File: src/design/swcrd_pkg.sv
// Shared types, constants and the CRC-8 step for the sensor word response decoder.
// No dependencies; imported by every module of the block.
package swcrd_pkg;

   localparam logic [7:0]  CRC_INIT    = 8'hFF;
   localparam logic [7:0]  CRC_POLY    = 8'h31;
   localparam logic [15:0] READY_MASK  = 16'h07FF;
   localparam logic [14:0] TEMP_GAIN   = 15'd17500;
   localparam logic [14:0] TEMP_OFFSET = 15'd4500;
   localparam logic [13:0] HUM_GAIN    = 14'd10000;

   typedef enum logic [1:0] {
      KIND_READY  = 2'd0,
      KIND_MEAS   = 2'd1,
      KIND_SERIAL = 2'd2
   } kind_type;

   typedef enum logic [1:0] {
      PH_HIGH = 2'd0,
      PH_LOW  = 2'd1,
      PH_CRC  = 2'd2
   } phase_type;

   // one finished response, handed from parser to decoder
   typedef struct packed {
      kind_type    kind;
      logic        crc_fail;
      logic [15:0] w0;
      logic [15:0] w1;
      logic [15:0] w2;
   } job_type;

   function automatic logic [7:0] crc8_update(input logic [7:0] crc, input logic [7:0] b);
      logic [7:0] c;
      c = crc ^ b;
      for (int k = 0; k < 8; k++) begin
         if (c[7]) c = {c[6:0], 1'b0} ^ CRC_POLY;
         else      c = {c[6:0], 1'b0};
      end
      return c;
   endfunction

endpackage

File: src/design/swcrd_front.sv
// Byte parser: tracks byte phase, runs the CRC-8, assembles words and emits one job
// per completed response. Depends on swcrd_pkg.
module swcrd_front (
   input  logic              clock,
   input  logic              reset,
   input  logic              req_valid,
   input  logic [1:0]        req_mode,
   input  logic [7:0]        req_rx_byte,
   input  logic              req_first,
   input  logic              q_full,
   output logic              push,
   output swcrd_pkg::job_type job
);
   import swcrd_pkg::*;

   phase_type   phase_ff, phase_in;
   logic [1:0]  widx_ff, widx_in;
   logic [7:0]  crc_ff, crc_in;
   logic        fail_ff, fail_in;
   kind_type    kind_ff, kind_in;
   logic [15:0] word_ff [3];

   logic        accept;
   phase_type   phase_eff;
   logic [1:0]  widx_eff;
   logic [1:0]  wi;
   logic [1:0]  wi_next;
   logic [7:0]  crc_eff;
   logic [7:0]  crc_step;
   logic        fail_eff;
   logic        fail_word;
   kind_type    mode_kind;
   logic        last_word;
   logic        done;

   assign accept = req_valid & ~q_full;

   always_comb begin
      unique case (req_mode)
         KIND_MEAS:   mode_kind = KIND_MEAS;
         KIND_SERIAL: mode_kind = KIND_SERIAL;
         default:     mode_kind = KIND_READY;
      endcase
   end

   assign phase_eff = req_first ? PH_HIGH : phase_ff;
   assign widx_eff  = req_first ? 2'd0 : widx_ff;
   assign crc_eff   = req_first ? CRC_INIT : crc_ff;
   assign fail_eff  = req_first ? 1'b0 : fail_ff;
   assign kind_in   = (accept && req_first) ? mode_kind : kind_ff;
   assign wi        = (widx_eff > 2'd2) ? 2'd2 : widx_eff;
   assign wi_next   = wi + 2'd1;
   assign crc_step  = crc8_update(crc_eff, req_rx_byte);
   assign fail_word = fail_eff | (req_rx_byte != crc_eff);
   assign last_word = (kind_in == KIND_READY) ? (wi_next >= 2'd1) : (wi_next >= 2'd3);

   // next state
   always_comb begin
      phase_in = phase_ff;
      widx_in  = widx_ff;
      crc_in   = crc_ff;
      fail_in  = fail_ff;
      done     = 1'b0;
      if (accept) begin
         unique case (phase_eff)
            PH_HIGH: begin
               phase_in = PH_LOW;
               widx_in  = widx_eff;
               crc_in   = crc_step;
               fail_in  = fail_eff;
            end
            PH_LOW: begin
               phase_in = PH_CRC;
               widx_in  = widx_eff;
               crc_in   = crc_step;
               fail_in  = fail_eff;
            end
            default: begin
               phase_in = PH_HIGH;
               crc_in   = CRC_INIT;
               if (last_word) begin
                  done    = 1'b1;
                  widx_in = 2'd0;
                  fail_in = 1'b0;
               end else begin
                  widx_in = wi_next;
                  fail_in = fail_word;
               end
            end
         endcase
      end
   end

   // outputs
   always_comb begin
      push         = done;
      job.kind     = kind_in;
      job.crc_fail = fail_word;
      job.w0       = word_ff[0];
      job.w1       = word_ff[1];
      job.w2       = word_ff[2];
   end

   always_ff @(posedge clock) begin
      if (reset) begin
         phase_ff <= PH_HIGH;
         widx_ff  <= 2'd0;
         crc_ff   <= CRC_INIT;
         fail_ff  <= 1'b0;
         kind_ff  <= KIND_READY;
      end else begin
         phase_ff <= phase_in;
         widx_ff  <= widx_in;
         crc_ff   <= crc_in;
         fail_ff  <= fail_in;
         kind_ff  <= kind_in;
      end
   end

   always_ff @(posedge clock) begin
      if (accept && phase_eff == PH_HIGH) word_ff[wi][15:8] <= req_rx_byte;
      if (accept && phase_eff == PH_LOW)  word_ff[wi][7:0]  <= req_rx_byte;
   end

endmodule

File: src/design/swcrd_queue.sv
// Two-entry job queue between parser and decoder.
// Depends on swcrd_pkg for the job type.
module swcrd_queue (
   input  logic               clock,
   input  logic               reset,
   input  logic               push,
   input  swcrd_pkg::job_type push_job,
   input  logic               pop,
   output logic               full,
   output logic               not_empty,
   output swcrd_pkg::job_type head
);
   import swcrd_pkg::*;

   job_type    entry_ff [2];
   logic       wr_ptr_ff, wr_ptr_in;
   logic       rd_ptr_ff, rd_ptr_in;
   logic [1:0] count_ff, count_in;
   logic       do_push;
   logic       do_pop;

   assign full      = (count_ff == 2'd2);
   assign not_empty = (count_ff != 2'd0);
   assign head      = entry_ff[rd_ptr_ff];
   assign do_push   = push & ~full;
   assign do_pop    = pop & not_empty;
   assign wr_ptr_in = wr_ptr_ff ^ do_push;
   assign rd_ptr_in = rd_ptr_ff ^ do_pop;

   always_comb begin
      count_in = count_ff;
      if (do_push && !do_pop)      count_in = count_ff + 2'd1;
      else if (!do_push && do_pop) count_in = count_ff - 2'd1;
   end

   always_ff @(posedge clock) begin
      if (reset) begin
         wr_ptr_ff <= 1'b0;
         rd_ptr_ff <= 1'b0;
         count_ff  <= 2'd0;
      end else begin
         wr_ptr_ff <= wr_ptr_in;
         rd_ptr_ff <= rd_ptr_in;
         count_ff  <= count_in;
      end
   end

   always_ff @(posedge clock) begin
      if (do_push) entry_ff[wr_ptr_ff] <= push_job;
   end

endmodule

File: src/design/swcrd_back.sv
// Decoder: scales measurement words through a product register and holds the
// result word in an output register. Depends on swcrd_pkg.
module swcrd_back (
   input  logic               clock,
   input  logic               reset,
   input  logic               q_not_empty,
   input  swcrd_pkg::job_type q_head,
   output logic               q_pop,
   output logic               rsp_valid,
   input  logic               rsp_stall,
   output logic [1:0]         rsp_kind,
   output logic               rsp_status,
   output logic               rsp_data_ready,
   output logic [15:0]        rsp_co2_ppm,
   output logic signed [14:0] rsp_temp_centi,
   output logic [13:0]        rsp_humidity_centi,
   output logic [47:0]        rsp_serial_number
);
   import swcrd_pkg::*;

   // product stage
   logic        p_vld_ff;
   job_type     p_job_ff;
   logic [30:0] t_prod_ff, t_prod_in;
   logic [29:0] h_prod_ff, h_prod_in;
   logic        p_adv;

   // output stage
   logic        o_vld_ff;
   logic [1:0]  o_kind_ff, o_kind_in;
   logic        o_status_ff, o_status_in;
   logic        o_ready_ff, o_ready_in;
   logic [15:0] o_co2_ff, o_co2_in;
   logic [14:0] o_temp_ff, o_temp_in;
   logic [13:0] o_hum_ff, o_hum_in;
   logic [47:0] o_serial_ff, o_serial_in;
   logic        o_load;

   assign o_load    = ~o_vld_ff | ~rsp_stall;
   assign p_adv     = o_load | ~p_vld_ff;
   assign q_pop     = p_adv & q_not_empty;
   assign t_prod_in = 31'(TEMP_GAIN) * 31'(q_head.w1);
   assign h_prod_in = 30'(HUM_GAIN) * 30'(q_head.w2);

   always_comb begin
      o_kind_in   = p_job_ff.kind;
      o_status_in = p_job_ff.crc_fail;
      o_ready_in  = 1'b0;
      o_co2_in    = '0;
      o_temp_in   = '0;
      o_hum_in    = '0;
      o_serial_in = '0;
      if (!p_job_ff.crc_fail) begin
         unique case (p_job_ff.kind)
            KIND_MEAS: begin
               o_co2_in  = p_job_ff.w0;
               o_temp_in = t_prod_ff[30:16] - TEMP_OFFSET;
               o_hum_in  = h_prod_ff[29:16];
            end
            KIND_SERIAL: o_serial_in = {p_job_ff.w0, p_job_ff.w1, p_job_ff.w2};
            default:     o_ready_in  = |(p_job_ff.w0 & READY_MASK);
         endcase
      end
   end

   always_ff @(posedge clock) begin
      if (reset) begin
         p_vld_ff <= 1'b0;
         o_vld_ff <= 1'b0;
      end else begin
         if (p_adv)  p_vld_ff <= q_not_empty;
         if (o_load) o_vld_ff <= p_vld_ff;
      end
   end

   always_ff @(posedge clock) begin
      if (q_pop) begin
         p_job_ff  <= q_head;
         t_prod_ff <= t_prod_in;
         h_prod_ff <= h_prod_in;
      end
      if (o_load && p_vld_ff) begin
         o_kind_ff   <= o_kind_in;
         o_status_ff <= o_status_in;
         o_ready_ff  <= o_ready_in;
         o_co2_ff    <= o_co2_in;
         o_temp_ff   <= o_temp_in;
         o_hum_ff    <= o_hum_in;
         o_serial_ff <= o_serial_in;
      end
   end

   assign rsp_valid          = o_vld_ff;
   assign rsp_kind           = o_kind_ff;
   assign rsp_status         = o_status_ff;
   assign rsp_data_ready     = o_ready_ff;
   assign rsp_co2_ppm        = o_co2_ff;
   assign rsp_temp_centi     = o_temp_ff;
   assign rsp_humidity_centi = o_hum_ff;
   assign rsp_serial_number  = o_serial_ff;

   a_err_clears_fields: assert property (@(posedge clock) disable iff (reset)
      (rsp_valid && rsp_status) |-> (!rsp_data_ready && rsp_co2_ppm == '0 &&
         rsp_temp_centi == '0 && rsp_humidity_centi == '0 && rsp_serial_number == '0))
      else $error("error word carries decoded fields");

   a_ready_kind_only: assert property (@(posedge clock) disable iff (reset)
      (rsp_valid && rsp_kind == KIND_READY) |-> (rsp_co2_ppm == '0 &&
         rsp_humidity_centi == '0 && rsp_serial_number == '0))
      else $error("data-ready word carries foreign fields");

   a_hum_range: assert property (@(posedge clock) disable iff (reset)
      (rsp_valid && rsp_kind == KIND_MEAS) |-> (rsp_humidity_centi < 14'd10000))
      else $error("humidity out of range");

   a_stall_holds: assert property (@(posedge clock) disable iff (reset)
      (p_vld_ff && o_vld_ff && rsp_stall) |=> p_vld_ff)
      else $error("product stage lost a word under stall");

endmodule

File: src/design/sensor_word_crc_response_decoder_top.sv
// Sensor word response decoder, top level.
// Depends on swcrd_pkg, swcrd_front, swcrd_queue and swcrd_back.
//
// req_* carries one received byte per word with its response mode and a
// first-byte mark; rsp_* carries one decoded response per word. Both channels
// move a word at a clock edge where valid is high and stall is low.
// Responses are runs of 3-byte words (two data bytes and a CRC-8, poly 0x31,
// init 0xFF). On the CRC byte of the last word the parser queues a job; the
// result reaches rsp_* through the queue, then the product register, then the
// output register.
// Throughput: one byte per cycle while req_stall is low, set by the CRC step in the
// parser; a response needs at least three bytes, so the decoder never limits it.
// When the receiver stalls, the output and product registers hold and the
// two-entry queue fills; req_stall rises only when the queue is full.
// Synchronous reset clears the parser to a data-ready response at its first
// byte and empties the queue and both decoder stages.
module sensor_word_crc_response_decoder_top (
   input  logic               clock,
   input  logic               reset,
   input  logic               req_valid,
   output logic               req_stall,
   input  logic [1:0]         req_mode,
   input  logic [7:0]         req_rx_byte,
   input  logic               req_first,
   output logic               rsp_valid,
   input  logic               rsp_stall,
   output logic [1:0]         rsp_kind,
   output logic               rsp_status,
   output logic               rsp_data_ready,
   output logic [15:0]        rsp_co2_ppm,
   output logic signed [14:0] rsp_temp_centi,
   output logic [13:0]        rsp_humidity_centi,
   output logic [47:0]        rsp_serial_number
);
   import swcrd_pkg::*;

   job_type push_job;
   job_type head_job;
   logic    push;
   logic    pop;
   logic    q_full;
   logic    q_not_empty;

   assign req_stall = q_full;

   swcrd_front u_front (
      .clock       (clock),
      .reset       (reset),
      .req_valid   (req_valid),
      .req_mode    (req_mode),
      .req_rx_byte (req_rx_byte),
      .req_first   (req_first),
      .q_full      (q_full),
      .push        (push),
      .job         (push_job)
   );

   swcrd_queue u_queue (
      .clock     (clock),
      .reset     (reset),
      .push      (push),
      .push_job  (push_job),
      .pop       (pop),
      .full      (q_full),
      .not_empty (q_not_empty),
      .head      (head_job)
   );

   swcrd_back u_back (
      .clock              (clock),
      .reset              (reset),
      .q_not_empty        (q_not_empty),
      .q_head             (head_job),
      .q_pop              (pop),
      .rsp_valid          (rsp_valid),
      .rsp_stall          (rsp_stall),
      .rsp_kind           (rsp_kind),
      .rsp_status         (rsp_status),
      .rsp_data_ready     (rsp_data_ready),
      .rsp_co2_ppm        (rsp_co2_ppm),
      .rsp_temp_centi     (rsp_temp_centi),
      .rsp_humidity_centi (rsp_humidity_centi),
      .rsp_serial_number  (rsp_serial_number)
   );

endmodule

File: config.mk
export PLATFORM = sky130hd
export DESIGN_NAME = sensor_word_crc_response_decoder_top
export DESIGN_NICKNAME = d
export VERILOG_FILES = /design/src/design/swcrd_pkg.sv /design/src/design/swcrd_front.sv /design/src/design/swcrd_queue.sv /design/src/design/swcrd_back.sv /design/src/design/sensor_word_crc_response_decoder_top.sv
export SDC_FILE = /design/constraint.sdc
export NUM_CORES = 1
export LEC_CHECK = 0
export BUFFER_PORTS_ARGS = -buffer_cell sky130_fd_sc_hd__buf_2
export CAP_MARGIN = 20
export CORE_MARGIN = 1.5
export CORE_UTILIZATION = 40
export CTS_BUF_LIST = sky130_fd_sc_hd__clkbuf_4 sky130_fd_sc_hd__clkbuf_8 sky130_fd_sc_hd__clkbuf_16
export CTS_CLUSTER_SIZE = 16
export DETAILED_ROUTE_END_ITERATION = 8
export GPL_TIMING_DRIVEN = 0
export SETUP_SLACK_MARGIN = 0.1
export SLEW_MARGIN = 20
export SYNTH_ARGS = -nofsm -noshare
export SYNTH_HDL_FRONTEND = slang
export SYNTH_SLANG_ARGS = --single-unit
File: constraint.sdc
create_clock -name clock -period 10.2 [get_ports clock]
set_input_delay 0.51 -clock clock [delete_from_list [all_inputs] [get_ports clock]]
set_output_delay 0.51 -clock clock [all_outputs]
set_load 0.01 [all_outputs]
# --- Yosys cells after proc, flatten, opt, wreduce, memory -nomap -nowiden ---
# Memories as Yosys holds them, arrays and structs flattened. A register that Yosys moved wholly into a read port is not among the register bits.
# Cells that the tools add are included.
# Widths: inputs -> output; s select.
totals:
  latchBits: 0
  mem_bits_rw: 150
  mem_bits_ro: 0
  in_bits: 15
  output_inout_bits: 99
  elab_cells: 117
  memories: 2
  regBits: 224
mem_list:
  columns: ["name", "depth", "word_bits", "rd", "rd_ports_with_merged_regs", "write_ports", "line", "rtl"]
  rows:
  - ["u_queue.entry_ff", 2, 51, 1, 1, 1, "swcrd_queue.sv:15", "job_type entry_ff [2];"]
  - ["u_front.word_ff", 3, 16, 3, 0, 1, "swcrd_front.sv:21", "logic [15:0] word_ff [3];"]
op_classes:
  addsub: 4
  shifts: 0
  bitwise_logic: 24
  div: 0
  n_reduce_logical: 17
  eq_ne: 7
  n_mux: 34
  mul: 2
  magnitude_cmp: 3
ops:
  columns: ["cell", "count"]
  rows:
  - ["$mux 6", 8]
  - ["$mul 13x16->29 const A", 1]
  - ["$mul 10x16->26 const A", 1]
  - ["$not 3->3", 8]
  - ["$mux 2", 8]
  - ["$mux 8", 2]
  - ["$sub 15x13->15 const B", 1]
  - ["$mux 1", 14]
  - ["$reduce_or 11->1", 1]
  - ["$ne 8x8->1", 1]
  - ["$pmux 2 s2", 2]
  - ["$xor 8x8->8", 1]
  - ["$eq 2x1->1 const B", 3]
  - ["$eq 2x2->1 const B", 3]
  - ["$logic_and 1x1->1", 6]
  - ["$not 1->1", 6]
  - ["$reduce_or 2->1", 3]
  - ["$add 2x1->2 const B", 2]
  - ["$and 1x1->1", 4]
  - ["$logic_not 2->1", 2]
  - ["$reduce_bool 2->1", 2]
  - ["$or 1x1->1", 3]
  - ["$reduce_or 3->1", 1]
  - ["$ge 2x1->1 const B", 1]
  - ["5 further kinds", 7]

# --- Logic depth before layout (Yosys ltp) ---
depth:
  depth_word: 19
  mapped_depth: 22
  depth_no_buf: 19

# --- Hierarchy ---
# From an unflattened synthesis, not the netlist that was laid out.
hier_totals:
  hier_cells: 1330
  area_unflattened_um2: 18245.0
by_module_without_submodules:
  columns: ["module", "seq_area_each_um2", "n_inst", "cells_per_inst", "area_each_um2"]
  rows:
  - ["swcrd_back", 5355.1, 1, 953, 11758.8]
  - ["swcrd_queue", 3143.0, 1, 180, 3878.7]
  - ["swcrd_front", 1741.7, 1, 197, 2607.5]

# --- Worst setup path before layout ---
# No wires, ideal clock.
synth_path:
  kind: "input to register"
  start: "in rsp_stall"
  end: "reg u_back.o_co2_ff[0] (netlist: u_back.rsp_co2_ppm[0]) (enable)"
  n_path_buf: 0
  arrival_time_ps: 7542
  cell_stages: 1
  slack_ps: 1958
  path_cell_list: "a21boi_0"
synth_via:
  elab_chain_cells: 3
synth_lines:
  columns: ["item", "line", "rtl"]
  rows:
  - ["start: declaration", "sensor_word_crc_response_decoder_top.sv:26", "input logic rsp_stall,"]
  - ["$not 1->1", "swcrd_back.sv:39", "assign o_load = ~o_vld_ff | ~rsp_stall;"]
  - ["$or 1x1->1", "swcrd_back.sv:39", null]
  - ["$logic_and 1x1->1", "swcrd_back.sv:82", "if (o_load && p_vld_ff) begin"]
  - ["end signal: assignment", "swcrd_back.sv:86", "o_co2_ff <= o_co2_in;"]
  - ["end: declaration", "swcrd_back.sv:33", "logic [15:0] o_co2_ff, o_co2_in;"]
# No other way between the ends.
# A chain may end at the register's enable or synchronous reset.

==> flow_metrics.py <==
metrics = {
    "clock_tree": {
        "cts_tree": "done",
        "cts_buffer_depth": 3,
        "post_cts_buffers": 0,
        "cts_max_level": 2,
        "cts-hold-fix-buffers": 0,
        "clock_sinks": 348,
        "cts_buffers": 38,
        "clk_latency_ps": 560,
        "clock-root-buffer": "clkbuf_16",
        "cts_resized": 0,
        "clkSlewWorstSetupHoldPaths_ps": 60,
    },
    "run_status": {
        "outcome": "finished clean",
    },
    "grt": {
        "overflow": 0,
        "grt-busiest-layer": "met2",
        "grt_first_pass_wirelength_mm": 53.2,
        "grt_max_degree": 49,
        "grt_pass1_vias": 10200,
        "grt_use_met1_pct": 19.9,
        "antenna_found_initial": 1,
        "track_usage_pct": 14.8,
        "use_met3_pct": 2.55,
        "use_met2_pct": 24.4,
    },
    "placement": {
        "hpwl_mm": 23.9,
        "pre_cts_ws_ps": 4000,
        "place.gp.congestion": 0.831,
        "port_buffers": 112,
    },
    "floorplanning": {
        "coreArea_um2": 44100,
        "start_util_pct": 40.5,
        "dieWidth_um": 214,
        "fp-row-count": 77,
        "die_area_um2": 45900,
        "ios": 114,
        "die_y_um": 214,
    },
    "timing": {
        "slew_viol_final": 0,
        "setup_viol": 0,
        "min_period_over_period_pct": 60.2,
        "hold_viol_final": 0,
        "worstMarginPinSlew_ps": 939,
        "timing.fmax_mhz": 163,
        "period_needed_ps": 6140,
        "fin_skew_ps": 22.1,
        "relSlewSlack_pct": 37.4,
        "setup_ws_ps": 4060,
        "rsz0062_at_grt": "false",
    },
    "logic_synthesis": {
        "synth-seq-cells": 348,
        "synth_cell_types": 64,
        "netlist_instances": 1261,
        "yosysSeqAreaShare_pct": 57.4,
        "syn_nets": 1523,
        "synth_flop_cell": "edfxtp_1",
        "ys.warnings.count": 0,
        "netlist_area_um2": 17800,
        "synth_edf_count": 327,
        "avgSynthCellArea_um2": 14.2,
        "synthArstFlopShare_pct": 0,
    },
    "drt": {
        "ant_nets": 0,
        "viasPerCell": 4.76,
        "drt_iter0_markers": 507,
        "via_count": 9743,
        "drt-pass1-iter-count": 5,
        "drcViolationCount": 0,
        "wire_per_inst_um": 16.1,
        "wl_mm": 32.9,
    },
    "worst_hold_path": {
        "hold_class": "in2reg",
        "min_from": "reset",
    },
    "finish": {
        "multiInputGateArea_um2": 6910,
        "area_growth_pct": 15.8,
        "regArea_um2": 10200,
        "final_util_pct": 46.8,
        "fillerInstances": 4042,
        "drive_gt1_share_pct": 16.6,
        "final_nets": 1686,
    },
    "critical_path": {
        "critPathCaptureType": "flop",
        "critPathArrivalTime_ps": 6440,
        "crit_start": "u_queue.rd_ptr_ff",
        "cp.required_ps": 10500,
        "start_kind": "flop",
        "worstPathMaxFanout": 10,
        "reg2reg_from": "u_queue.rd_ptr_ff",
        "worst-setup-path-type": "reg2reg",
    },
    "flow_run": {
        "maxCapViolations": 0,
    },
}
[routing by layer]
layer  routed length (um)  vias up
li1                     -     4764
met2                15700      140
met4                  668        0
met5                    0        -
met1                15400     4797
met3                 1110       42
[metrics by stage]
step           cells  hold WS, ps  setup TNS [ps]  area, um2
6_report        2047          144               0      20700
5_1_grt         2046          144               0      20700
4_1_cts         2046          111               0      20700
3_5_place_dp    1976          430               0      19400
3_3_place_gp    1965          422         -191240      19200
2_1_floorplan   1261          421               0      17800
[layout make-up]
type / count / share of cell area [%]
clock inverter: 18 / 0.817
buffer: 27 / 0.533
inverter: 171 / 3.12
sequential: 348 / 49.5
antenna: 1 / 0.0121
multi-input combinational: 715 / 33.4
tap: 592 / 3.58
clock buffer: 52 / 5.20
timing repair buffer: 123 / 3.74
[Yosys cell counts (all sizes together), types with 3 or more instances]
cell	instances	share of area (%)
clkbuf	24	0.50
fa	78	8.7
buf	3	0.11
or4	3	0.13
xnor2	48	2.4
a21o	5	0.21
inv	171	3.6
nand2	25	0.53
and2	83	2.9
edfxtp	327	55
xor2	16	0.79
a22oi	3	0.13
o21a	4	0.17
ha	169	12
mux2i	18	1.0
nand3	11	0.31
a31oi	3	0.11
nand4	5	0.18
o21bai	6	0.32
nor3	18	0.53
nor2	54	1.1
o22ai	7	0.25
nand2b	14	0.49
a22o	3	0.15
nor2b	9	0.32
nor4	6	0.21
dfxtp	21	2.4
mux2	33	2.1
a21oi	35	1.0
and3	7	0.25
o21ai	23	0.64
[cell families (layout without fill, tap and decap cells)]
logic type	Yosys count	count (layout)	synth area share [%]
fa+ha+maj	247	247	20.6
simple gates	241	241	7.33
mux	51	51	3.09
buf+inv	198	391	4.21
compound gates	112	112	4.22
flops	348	348	57.4
xor+xnor	64	64	3.18
other cells	0	1	0
[cells in the final DEF (no fill, tap or decap), types with 4 or more instances in the layout]
cell        instances
nor2b_1             9
fa_1               78
clkinvlp_4          4
o21bai_1            5
nand2b_1           14
clkinv_1            6
edfxtp_1          327
inv_1             170
o21a_1              4
nor3_1             17
dfxtp_1            21
clkbuf_1           24
buf_2             116
a21oi_1            33
clkbuf_16          38
a21o_1              5
nand4_1             5
ha_1              167
xor2_1             16
o22ai_1             7
clkbuf_4           11
and3_1              7
mux2i_1            18
nand2_1            25
nor2_1             54
o21ai_0            22
mux2_2             33
buf_16              5
nand3_1            11
xnor2_1            47
and2_1             83
[path summary, 6_finish.rpt]
kind	slack (ps)	endpoint	cells after the start
worst min register to register	440	u_queue.entry_ff[1][37]	0
worst min-delay path	140	u_front.kind_ff[0]	2
worst max-delay path	4060	u_back.h_prod_ff[28]	19
worst max register to register	4060	u_back.h_prod_ff[28]	19
[critical path, stage by stage, from the launching register on]
cell	delay [ps]
dfxtp_1	320
buf_6	140
clkbuf_1	660
mux2i_1	550
inv_1	280
fa_1	520
ha_1	320
fa_1	490
ha_1	290
inv_1	50
fa_1	500
inv_1	40
ha_1	320
and2_1	170
nand3_1	110
or4_1	400
o221a_2	290
o21bai_4	220
a21oi_2	80
xnor2_1	120
[flip-flops by register name, indices dropped and copies added (netlist names)]
name,cells
u_queue.rd_ptr_ff,1
u_back.t_prod_ff,15
u_back.o_kind_in,2
u_front.widx_ff,2
u_back.rsp_kind,2
u_back.h_prod_ff,14
u_front.word_ff,48
u_back.rsp_serial_number,48
u_back.rsp_co2_ppm,16
u_queue.wr_ptr_ff,1
u_queue.count_ff,2
u_front.phase_ff,2
u_queue.entry_ff,102
u_back.rsp_valid,1
u_back.rsp_humidity_centi,14
u_back.o_status_in,1
u_back.rsp_status,1
u_front.kind_ff,2
u_front.crc_ff,8
u_front.fail_ff,1
u_back.p_vld_ff,1
u_back.rsp_data_ready,1
u_back.rsp_temp_centi,15
u_back.p_job_ff,48
Power is not shown: default switching activity piles up to over one toggle a cycle in this logic, so the estimate is an artifact.
